<file path="src/sv/shm_pkg.sv">
// Shared types and constants for the sales histogram / mode / mean block.
// No dependencies; imported by every module of the block.
package shm_pkg;

    localparam int S_DATA_W   = 48;   // product_id, paid_cents, change_cents
    localparam int S_USER_W   = 1;    // action
    localparam int M_DATA_W   = 104;  // five report fields, already whole bytes

    localparam int COUNT_W    = 16;
    localparam int REV_W      = 32;
    localparam int MODE_W     = 8;
    localparam int DIV_STEP_W = 5;    // counts 32 quotient bits

    localparam logic [COUNT_W-1:0] COUNT_MAX = '1;
    localparam logic [MODE_W-1:0]  NO_MODE   = '1;   // -1
    localparam logic [REV_W-1:0]   REV_MAX   = 32'h7FFF_FFFF;
    localparam logic [REV_W-1:0]   REV_MIN   = 32'h8000_0000;

    // action codes on s_tuser
    localparam logic ACT_SALE   = 1'b0;
    localparam logic ACT_REPORT = 1'b1;

    typedef logic [COUNT_W-1:0] count_t;
    typedef logic [REV_W-1:0]   rev_t;

    typedef struct packed {
        count_t             top_count;
        logic [MODE_W-1:0]  top_product;
        rev_t               mean_cents;
        rev_t               revenue_cents;
        count_t             total_sales;
    } report_t;

endpackage

</file>
<file path="src/sv/shm_bin_mem.sv">
// Histogram bin store: single write port, single registered read port.
// Uses shm_pkg for the bin count type.
module shm_bin_mem #(
    parameter int DEPTH  = 128,
    parameter int ADDR_W = 7
) (
    input  logic                 aclk,
    input  logic                 rd_en,
    input  logic [ADDR_W-1:0]    rd_addr,
    output shm_pkg::count_t      rd_data,
    input  logic                 wr_en,
    input  logic [ADDR_W-1:0]    wr_addr,
    input  shm_pkg::count_t      wr_data
);
    import shm_pkg::*;

    count_t mem [DEPTH];
    count_t rd_data_reg;

    always_ff @(posedge aclk) begin
        if (wr_en) begin
            mem[wr_addr] <= wr_data;
        end
        if (rd_en) begin
            rd_data_reg <= mem[rd_addr];
        end
    end

    assign rd_data = rd_data_reg;

endmodule

</file>
<file path="src/sv/shm_divider.sv">
// Iterative signed-by-unsigned divider, one quotient bit per cycle, truncating.
// Uses shm_pkg for widths and the rev_t and count_t types.
module shm_divider (
    input  logic              aclk,
    input  logic              aresetn,
    input  logic              start,
    input  shm_pkg::rev_t     dividend,
    input  shm_pkg::count_t   divisor,
    output logic              done,
    output shm_pkg::rev_t     quotient
);
    import shm_pkg::*;

    logic                  busy_reg, busy_next;
    logic                  done_reg, done_next;
    logic [DIV_STEP_W-1:0] step_reg, step_next;
    logic                  neg_reg, neg_next;
    rev_t                  quo_reg, quo_next;
    count_t                rem_reg, rem_next;
    count_t                dvs_reg, dvs_next;
    logic [COUNT_W:0]      rem_sh;
    logic                  q_bit;
    rev_t                  magnitude;

    always_comb begin
        magnitude = dividend[REV_W-1] ? (~dividend + 1'b1) : dividend;
        rem_sh    = {rem_reg, quo_reg[REV_W-1]};
        q_bit     = rem_sh >= {1'b0, dvs_reg};

        busy_next = busy_reg;
        done_next = 1'b0;
        step_next = step_reg;
        neg_next  = neg_reg;
        quo_next  = quo_reg;
        rem_next  = rem_reg;
        dvs_next  = dvs_reg;

        if (start) begin
            busy_next = 1'b1;
            step_next = '0;
            neg_next  = dividend[REV_W-1];
            quo_next  = magnitude;
            rem_next  = '0;
            dvs_next  = divisor;
        end else if (busy_reg) begin
            rem_next = q_bit ? COUNT_W'(rem_sh - {1'b0, dvs_reg}) : rem_sh[COUNT_W-1:0];
            quo_next = {quo_reg[REV_W-2:0], q_bit};
            step_next = step_reg + 1'b1;
            if (step_reg == '1) begin
                busy_next = 1'b0;
                done_next = 1'b1;
            end
        end
    end

    always_ff @(posedge aclk) begin
        if (!aresetn) begin
            busy_reg <= 1'b0;
            done_reg <= 1'b0;
            step_reg <= '0;
        end else begin
            busy_reg <= busy_next;
            done_reg <= done_next;
            step_reg <= step_next;
        end
        neg_reg <= neg_next;
        quo_reg <= quo_next;
        rem_reg <= rem_next;
        dvs_reg <= dvs_next;
    end

    assign done     = done_reg;
    assign quotient = neg_reg ? (~quo_reg + 1'b1) : quo_reg;

endmodule

</file>
<file path="src/sv/sales_histogram_mode_mean.sv">
// Sales histogram with running mode and mean. A sale request (s_tuser = 0)
// is done in the cycle it is accepted when its product id is outside
// 0..NUM_PRODUCTS-1; otherwise it also takes the S_UPD state for the
// read-modify-write of the bin memory. A report request (s_tuser = 1) runs
// the 32-step divider for the mean, waits for the output register to be
// free, then sweeps the bin memory back to zero one entry a cycle; the same
// sweep runs after reset. s_tready is low throughout. A finished report waits
// in the output register while the next request is accepted.
// Depends on shm_pkg, shm_bin_mem and shm_divider.
module sales_histogram_mode_mean #(
    parameter int NUM_PRODUCTS = 128
) (
    input  logic                          aclk,
    input  logic                          aresetn,
    input  logic                          s_tvalid,
    output logic                          s_tready,
    // product_id[15:0], paid_cents[31:16], change_cents[47:32]
    input  logic [shm_pkg::S_DATA_W-1:0]  s_tdata,
    // action[0]
    input  logic [shm_pkg::S_USER_W-1:0]  s_tuser,
    output logic                          m_tvalid,
    input  logic                          m_tready,
    // total_sales[15:0], revenue_cents[47:16], mean_cents[79:48],
    // top_product[87:80], top_count[103:88]
    output logic [shm_pkg::M_DATA_W-1:0]  m_tdata
);
    import shm_pkg::*;

    localparam int IDX_W = (NUM_PRODUCTS > 1) ? $clog2(NUM_PRODUCTS) : 1;
    localparam logic [15:0]      NUM_P16  = 16'(NUM_PRODUCTS);
    localparam logic [IDX_W-1:0] LAST_IDX = IDX_W'(NUM_PRODUCTS - 1);

    localparam logic [2:0] S_CLEAR = 3'd0;
    localparam logic [2:0] S_IDLE  = 3'd1;
    localparam logic [2:0] S_UPD   = 3'd2;
    localparam logic [2:0] S_DIV   = 3'd3;
    localparam logic [2:0] S_OUT   = 3'd4;

    logic [2:0]        state_reg, state_next;
    logic [IDX_W-1:0]  clr_addr_reg, clr_addr_next;
    logic [15:0]       pid_reg, pid_next;
    count_t            sales_reg, sales_next;
    rev_t              rev_reg, rev_next;
    logic [MODE_W-1:0] mode_id_reg, mode_id_next;
    count_t            mode_cnt_reg, mode_cnt_next;
    logic              m_valid_reg, m_valid_next;
    report_t           out_reg, out_next;

    logic [15:0]       s_pid, s_paid, s_change;
    logic              s_accept, in_range;
    logic [16:0]       diff;
    logic [REV_W:0]    sum33;
    rev_t              rev_sat;
    count_t            bin_rd, bin_inc;
    logic              mem_rd_en, mem_wr_en;
    logic [IDX_W-1:0]  mem_wr_addr;
    count_t            mem_wr_data;
    logic              div_start;
    logic              div_done;
    rev_t              div_q;

    assign s_pid    = s_tdata[15:0];
    assign s_paid   = s_tdata[31:16];
    assign s_change = s_tdata[47:32];
    assign s_tready = (state_reg == S_IDLE);
    assign s_accept = s_tvalid && s_tready;
    assign in_range = !s_pid[15] && (s_pid < NUM_P16);

    always_comb begin
        diff  = {1'b0, s_paid} - {1'b0, s_change};
        sum33 = {rev_reg[REV_W-1], rev_reg} + {{(REV_W-16){diff[16]}}, diff};
        if (sum33[REV_W] != sum33[REV_W-1]) begin
            rev_sat = sum33[REV_W] ? REV_MIN : REV_MAX;
        end else begin
            rev_sat = sum33[REV_W-1:0];
        end
        bin_inc = (bin_rd == COUNT_MAX) ? bin_rd : bin_rd + 1'b1;
    end

    assign mem_rd_en   = s_accept && (s_tuser[0] == ACT_SALE) && in_range;
    assign mem_wr_en   = (state_reg == S_CLEAR) || (state_reg == S_UPD);
    assign mem_wr_addr = (state_reg == S_CLEAR) ? clr_addr_reg : pid_reg[IDX_W-1:0];
    assign mem_wr_data = (state_reg == S_CLEAR) ? '0 : bin_inc;
    assign div_start   = s_accept && (s_tuser[0] == ACT_REPORT);

    shm_bin_mem #(
        .DEPTH  (NUM_PRODUCTS),
        .ADDR_W (IDX_W)
    ) u_bins (
        .aclk    (aclk),
        .rd_en   (mem_rd_en),
        .rd_addr (s_pid[IDX_W-1:0]),
        .rd_data (bin_rd),
        .wr_en   (mem_wr_en),
        .wr_addr (mem_wr_addr),
        .wr_data (mem_wr_data)
    );

    shm_divider u_div (
        .aclk     (aclk),
        .aresetn  (aresetn),
        .start    (div_start),
        .dividend (rev_reg),
        .divisor  (sales_reg),
        .done     (div_done),
        .quotient (div_q)
    );

    always_comb begin
        state_next    = state_reg;
        clr_addr_next = clr_addr_reg;
        pid_next      = pid_reg;
        sales_next    = sales_reg;
        rev_next      = rev_reg;
        mode_id_next  = mode_id_reg;
        mode_cnt_next = mode_cnt_reg;
        out_next      = out_reg;
        m_valid_next  = m_valid_reg && !m_tready;

        case (state_reg)
            S_CLEAR: begin
                clr_addr_next = clr_addr_reg + 1'b1;
                if (clr_addr_reg == LAST_IDX) begin
                    state_next = S_IDLE;
                end
            end
            S_IDLE: begin
                if (s_accept) begin
                    if (s_tuser[0] == ACT_REPORT) begin
                        state_next = S_DIV;
                    end else begin
                        pid_next   = s_pid;
                        sales_next = (sales_reg == COUNT_MAX) ? sales_reg
                                                              : sales_reg + 1'b1;
                        rev_next   = rev_sat;
                        if (in_range) begin
                            state_next = S_UPD;
                        end
                    end
                end
            end
            S_UPD: begin
                if (bin_inc > mode_cnt_reg) begin
                    mode_cnt_next = bin_inc;
                    mode_id_next  = pid_reg[MODE_W-1:0];
                end
                state_next = S_IDLE;
            end
            S_DIV: begin
                if (div_done) begin
                    state_next = S_OUT;
                end
            end
            S_OUT: begin
                if (!m_valid_reg || m_tready) begin
                    out_next.total_sales   = sales_reg;
                    out_next.revenue_cents = rev_reg;
                    out_next.mean_cents    = (sales_reg == '0) ? '0 : div_q;
                    out_next.top_product   = mode_id_reg;
                    out_next.top_count     = mode_cnt_reg;
                    m_valid_next  = 1'b1;
                    sales_next    = '0;
                    rev_next      = '0;
                    mode_id_next  = NO_MODE;
                    mode_cnt_next = '0;
                    clr_addr_next = '0;
                    state_next    = S_CLEAR;
                end
            end
            default: begin
                state_next    = S_CLEAR;
                clr_addr_next = '0;
            end
        endcase
    end

    always_ff @(posedge aclk) begin
        if (!aresetn) begin
            state_reg    <= S_CLEAR;
            clr_addr_reg <= '0;
            sales_reg    <= '0;
            rev_reg      <= '0;
            mode_id_reg  <= NO_MODE;
            mode_cnt_reg <= '0;
            m_valid_reg  <= 1'b0;
        end else begin
            state_reg    <= state_next;
            clr_addr_reg <= clr_addr_next;
            sales_reg    <= sales_next;
            rev_reg      <= rev_next;
            mode_id_reg  <= mode_id_next;
            mode_cnt_reg <= mode_cnt_next;
            m_valid_reg  <= m_valid_next;
        end
        pid_reg <= pid_next;
        out_reg <= out_next;
    end

    assign m_tvalid = m_valid_reg;
    assign m_tdata  = out_reg;

endmodule

</file>
<file path="config.mk">
export PLATFORM = sky130hd
export DESIGN_NAME = sales_histogram_mode_mean
export DESIGN_NICKNAME = d
export VERILOG_FILES = /design/src/sv/shm_pkg.sv /design/src/sv/shm_bin_mem.sv /design/src/sv/shm_divider.sv /design/src/sv/sales_histogram_mode_mean.sv
export SDC_FILE = /design/constraint.sdc
export NUM_CORES = 2
export LEC_CHECK = 0
export CORE_UTILIZATION = 54
export DETAILED_ROUTE_END_ITERATION = 10
export DONT_BUFFER_PORTS = 1
export PLACE_DENSITY = 0.66
export SLEW_MARGIN = 30
export SYNTH_ARGS = -nofsm -noshare
export SYNTH_HDL_FRONTEND = slang
export SYNTH_SLANG_ARGS = --single-unit
export TNS_END_PERCENT = 10
</file>
<file path="constraint.sdc">
create_clock -name aclk -period 9.3 [get_ports aclk]
set_input_delay 0.93 -clock aclk [delete_from_list [all_inputs] [get_ports aclk]]
set_output_delay 0.93 -clock aclk [all_outputs]
set_load 0.1 [all_outputs]
</file>
After elaboration in Yosys (flattened, before gate mapping)
Memories as Yosys holds them, arrays and structs flattened. A register that Yosys moved wholly into a read port is not among the register bits.
Index checks and enable logic that the tools add are counted.
{ "op_classes": {"n_lt_le_gt_ge": 3, "addsub": 9, "eq_ne": 17, "bitwise": 6, "muxes": 41, "reduce_logical": 26} }
{ "ops": {"columns": ["op", "n"], "rows": [
  ["32-bit 2-to-1 mux", 9],
  ["16-bit 2-to-1 mux", 8],
  ["32-bit by 1-bit adder with 32-bit output, second input constant", 2],
  ["32-bit inverter", 2],
  ["16-bit one-hot mux with 2 select lines", 2],
  ["32-bit one-hot mux with 2 select lines", 1],
  ["32-bit by 17-bit adder with 33-bit output", 1],
  ["16-bit by 1-bit adder with 16-bit output, second input constant", 2],
  ["16-bit equality test, second input constant", 2],
  ["7-bit one-hot mux with 3 select lines", 1],
  ["3-bit 2-to-1 mux", 6],
  ["17-bit by 16-bit greater-or-equal comparator with 1-bit output", 1],
  ["16-bit by 16-bit subtractor with 17-bit output", 1],
  ["16-bit greater-than comparator", 1],
  ["16-bit logical NOT", 1],
  ["16-bit by 8-bit less-than comparator with 1-bit output, second input constant", 1],
  ["8-bit 2-to-1 mux", 2],
  ["8-bit one-hot mux with 2 select lines", 1],
  ["16-bit subtractor", 1],
  ["3-bit one-hot mux with 5 select lines", 1],
  ["7-bit 2-to-1 mux", 2],
  ["5-bit AND reduction", 2],
  ["1-bit 2-to-1 mux", 8],
  ["2-bit by 1-bit != test with 1-bit output, second input constant", 4],
  ["21 further kinds", 40]
]} }
{ "word_totals": {"word_cells": 123, "input_bits": 53, "reg_bits": 267, "output_inout_bits": 106, "mem_bits_rw": 2048, "n_memories": 1} }
{ "memory_table": {"columns": ["memory", "depth", "word_bits", "rd", "rd_clocked_by_memory_dff", "wr", "line", "text"], "rows": [
  ["u_bins.mem", 128, 16, 1, 1, 1, "shm_bin_mem.sv:17", "count_t mem [DEPTH];"]
]} }

Longest topological paths before layout
{ "logic_depth": {"depth_word": 7, "ltp_mapped": 26, "mapped_depth_nobuf": 24} }

Modules after synthesis
From an unflattened synthesis, not the netlist that was laid out.
{ "unflattened": {"cells_unflattened": 4681, "hier_area_um2": 94025.2} }
{ "by_module_without_submodules": {"columns": ["module", "seq_area_each_um2", "n_inst", "area_each_um2", "cells_per_inst"], "rows": [
  ["shm_bin_mem", 61979.4, 1, 78683.0, 3086],
  ["sales_histogram_mode_mean", 5024.8, 1, 10390.0, 1053],
  ["shm_divider", 1931.9, 1, 4952.2, 542]
]} }

Least setup slack after synthesis
No wires, ideal clock.
{ "synth_timing": {"path_type": "in2reg", "from": "in m_tready", "to": "reg mode_cnt_reg[11]", "setup_slack_ns": 1.769, "arrival_ns": 7.459, "setup_time_ns": 0.072, "n_path_buf": 1, "cell_stages": 6, "required_time_ns": 9.228, "path_cell_list": "nor2b_1 > nor2_1 > a21oi_1 > nand2_1 > clkbuf_1 > mux2i_1"} }
{ "synth_via": {"elab_chain_len": 3} }
{ "synth_lines": {"columns": ["item", "line", "text"], "rows": [
  ["start, declared", "sales_histogram_mode_mean.sv:22", "input logic m_tready,"],
  ["1-bit logical OR", "sales_histogram_mode_mean.sv:155", "if (!m_valid_reg || m_tready) begin"],
  ["2-bit != test (no line)", null, null],
  ["3-bit AND reduction (no line)", null, null],
  ["end signal, assigned", "sales_histogram_mode_mean.sv:192", "mode_cnt_reg <= mode_cnt_next;"],
  ["end, declared", "sales_histogram_mode_mean.sv:45", "count_t mode_cnt_reg, mode_cnt_next;"]
]} }
Every way passes these cells.
A chain may end at the register's enable or synchronous reset.

Worst setup path in the final report
{ "layout_timing": {"from": "in s_tdata[16] (netlist name)", "to": "reg rev_reg[14]"} }
{ "layout_via": {"elab_chain_len": 7, "elab_cells_between_ends": 8, "classes_between": "add/sub (2); eq/ne (1); mux (5)"} }
{ "layout_lines": {"columns": ["item", "line", "text"], "rows": [
  ["start, declared", "sales_histogram_mode_mean.sv:18", "input logic [shm_pkg::S_DATA_W-1:0] s_tdata,"],
  ["16-bit by 16-bit subtractor with 17-bit output *", "sales_histogram_mode_mean.sv:70", "diff = {1'b0, s_paid} - {1'b0, s_change};"],
  ["32-bit by 17-bit adder with 33-bit output *", "sales_histogram_mode_mean.sv:71", "sum33 = {rev_reg[REV_W-1], rev_reg} + {{(REV_W-16){diff[16]}}, diff};"],
  ["32-bit 2-to-1 mux or 1-bit != test (tied branches)", "sales_histogram_mode_mean.sv:73, sales_histogram_mode_mean.sv:72", null],
  ["32-bit 2-to-1 mux *", "sales_histogram_mode_mean.sv:72", "if (sum33[REV_W] != sum33[REV_W-1]) begin"],
  ["32-bit 2-to-1 mux *", "sales_histogram_mode_mean.sv:129", "if (s_tuser[0] == ACT_REPORT) begin"],
  ["32-bit 2-to-1 mux *", "sales_histogram_mode_mean.sv:128", "if (s_accept) begin"],
  ["32-bit one-hot mux with 2 select lines *", "sales_histogram_mode_mean.sv:120", "case (state_reg)"],
  ["end signal, assigned", "sales_histogram_mode_mean.sv:190", "rev_reg <= rev_next;"],
  ["end, declared", "sales_histogram_mode_mean.sv:43", "rev_t rev_reg, rev_next;"]
]} }
Mark *: on every way between the ends. The rest lies on a longest branch, timed or not. The select of a mux whose other input is x is not followed.

==> impl_metrics.yaml <==
logic_synthesis:
  area_fraction_in_and_or_nand_and_nor_cells_after_synthesis: 0.0328
  ys_seq_elements: 2331
  async_set_reset_flop_share_out_of_synthesis: 0
  yosys_warnings: 0
  synth_ff_type: "edfxtp_1"
  synth_compound_gate_area_share: 0.0272
  post_synthesis_net_count: 4825
  dominant_combinational_cell_family_by_area_after_synthesis: "multiplexers"
  synth-xor-area-share: 0.0124
  synth_area_um2: 93700
  synth_top_area_frac: 0.713
  mux_cell_area_share_after_synthesis: 0.167
  syn-instance-count: 4678
  syn_area_per_cell_um2: 20.0
  synth_cell_type_count: 66
  seq_area_frac_synth: 0.736
  yosys.area.top_type: "edfxtp_1"
  synth_fa_ha_area_frac: 0.0128
  synth_enable_flop_cells: 2225
  ys_top_cells_by_area: "edfxtp_1 (71%), mux4_2 (16%), dfxtp_1 (2.3%)"
sta:
  final_hold_viol_count: 0
  final.period_utilization: 0.629
  finalWorstSetupSlack_ps: 3450
  fin_tns_setup_ps: 0
  finalWorstPathRequiredPeriod_ps: 5850
  setup_viol: 0
  max_freq_mhz: 171
  worst_slew_margin_rel: 0.189
  tightest_slew_ps: 1220
  rsz0062_at_grt: "false"
  final_max_slew_viol_count: 0
  final.setup_skew_ps: 50.8
layout:
  layout-drive-gt1-share: 0.239
  max_flop_register: "u_bins.mem"
  area_growth_syn_to_layout_pct: 11.8
  commonest_cells_after_routing_fill_and_taps_aside: "edfxtp_1 (2225), mux4_2 (672), nor2_1 (251), clkbuf_16 (225), nand2_1 (198)"
  layout.cells.most_common: "edfxtp_1"
  num-nets-final: 5020
  largest_reg_flops: 2048
  filler_cell_count: 12100
  multiInputGateArea_um2: 23700
  final-seq-area_um2: 68900
grt:
  grt.overflow.total: 0
  maximum_number_of_pins_on_one_net_before_global_route_repair: 514
  grt_pass1_vias: 45300
  grt_antenna_before_repair: 12
  grt_total_usage: 0.247
  wire_length_of_the_first_global_routing_pass_mm: 312
placement:
  place.detailed.hpwl_mm: 121
  place_worst_setup_slack_ps: 2700
  finalWeightedCongestion: 0.905
  numPortBuffers: 0
cts:
  worstSkewPairLatency_ps: 860
  post_cts.resized_instances: 0
  cts-root-buf: "clkbuf_16"
  tritoncts_num_sinks: 2331
  path_clk_slew_ps: 60
  postCtsSetupRepairBufs: 0
  tritoncts: "done"
  cts_buffer_depth: 3
  hold_buffers: 0
  cts-buffers-inserted: 225
  cts_max_level: 4
power:
  max-vdd-ir-drop_uv: 206
  power_density_nw_per_um2: 217
  power_leakage_nw: 34.0
setup_path:
  critical_path_depth: 25
  timing.critical_path.slowest_cell_delay_ps: 690
  criticalPathCategory: "in -> reg"
  cp_top_family: "compound AO/OA/AOI/OAI gates"
  critical_path.max_fanout: 20
  timing.critical_path.buf_inv: 3
  crit_slowest_cell: "a311oi_2"
  crit_arrival_ps: 6590
  path_common_cell: "o21ai_0"
  ff2ff_path_depth: 17
  worstPathRequired_ps: 10050
  endpoint_kind: "flop"
  cp_startpoint_kind: "input pin"
route:
  dr_total_vias: 45700
  remaining_drc_errors: 0
  antenna_violating_nets_left: 0
  final_wirelength_mm: 212
  firstDrtPassIters: 6
  dr.first_iter.drc_count: 5111
  routed_wire_length_per_instance_um: 28.7
  drt_via_density: 6.19
outcome:
  result_of_the_run: "complete, no violations"
floorplanning:
  dieWidth_um: 419
  design.die.area_um2: 175000
  initial_core_util: 0.545
  number_of_top_level_pins: 159
  cell_row_count: 152
  dieHeight_um: 419
  floorplan.core_area_um2: 172000
min_path:
  hp-class: "in -> reg"
  holdPathStages: 0
run:
  max_cap_viol_count: 0
## cells by family after synthesis
logic type	after synthesis
AND/OR/NAND/NOR	679
multiplexers	719
flip-flops	2331
buffers and inverters	305
AO/OA/AOI/OAI	417
adder cells (fa/ha/maj)	94
XOR/XNOR	133
## final timing paths
path	startpoint	to	slack, ps
max	s_tdata[16]	rev_reg[14]	3450
min	s_tdata[5]	pid_reg[5]	170
max reg2reg	u_bins.rd_data[4]	mode_cnt_reg[5]	4110
min reg2reg	mode_id_reg[3]	m_tdata[83]	430
## report_power, final
| part | leakage [nW] | total [mW] | internal (mW) | switching, mW |
|---|---|---|---|---|
| registers | 21.5 | 12.0 | 11.9 | 0.0907 |
| clock network | 3.42 | 8.68 | 4.81 | 3.87 |
| logic | 9.08 | 2.11 | 0.778 | 1.33 |
## synthesized netlist by cell type, types with 3 or more instances
| cell | n |
|---|---|
| o41ai_1 | 9 |
| mux2i_1 | 29 |
| nand3b_1 | 10 |
| nand2_1 | 198 |
| a21oi_1 | 118 |
| o21bai_1 | 9 |
| fa_1 | 3 |
| mux4_2 | 672 |
| o21ai_1 | 10 |
| nor3_1 | 35 |
| or4_1 | 10 |
| xnor2_1 | 60 |
| o21ai_0 | 131 |
| nor2_1 | 256 |
| o21a_1 | 17 |
| and2_1 | 19 |
| clkbuf_1 | 158 |
| ha_1 | 91 |
| or3_1 | 23 |
| nand3_1 | 44 |
| dfxtp_1 | 106 |
| o31ai_1 | 28 |
| and3_1 | 13 |
| nor4_1 | 5 |
| or2_2 | 6 |
| o211ai_1 | 10 |
| inv_1 | 84 |
| nand4_1 | 17 |
| edfxtp_1 | 2225 |
| mux2_2 | 18 |
| a211oi_1 | 16 |
| a21boi_0 | 8 |
| a21o_1 | 24 |
| nand2b_1 | 11 |
| a22oi_1 | 3 |
| nor2b_1 | 20 |
| a31oi_1 | 7 |
| buf_1 | 63 |
| xor2_1 | 73 |
| a2111oi_0 | 3 |
## metrics by stage
| stage | cell area (um^2) | hold slack [ps] | instances | power, mW | util |
|---|---|---|---|---|---|
| 2_1_floorplan | 93700 | 408 | 4678 | 13.6 | - |
| 3_3_place_gp | 97100 | 418 | 6938 | 14.1 | 0.565 |
| 3_5_place_dp | 97400 | 415 | 6947 | 14.2 | 0.566 |
| 4_1_cts | 104000 | 96.4 | 7367 | 22.8 | 0.607 |
| 5_1_grt | 105000 | 124 | 7378 | 23.5 | 0.609 |
| 6_report | 105000 | 166 | 7381 | 22.8 | 0.609 |
## cell type report
class,count,area share
clock inverter,130,0.0110
multi-input combinational,2042,0.227
timing repair buffer,189,0.0172
tap,2310,0.0276
clock buffer,290,0.0561
antenna,5,0.000119
inverter,84,0.00301
sequential,2331,0.658
## per-layer routing
layer  share of wire  vias to the layer above  GRT usage
met5         0.00020                        -          0
met4           0.031                        6     0.0828
met3           0.070                      296     0.0411
met2            0.47                     1660      0.375
met1            0.43                    24100      0.367
li1                -                    19600          -
Power figures use the tool's default switching activity.
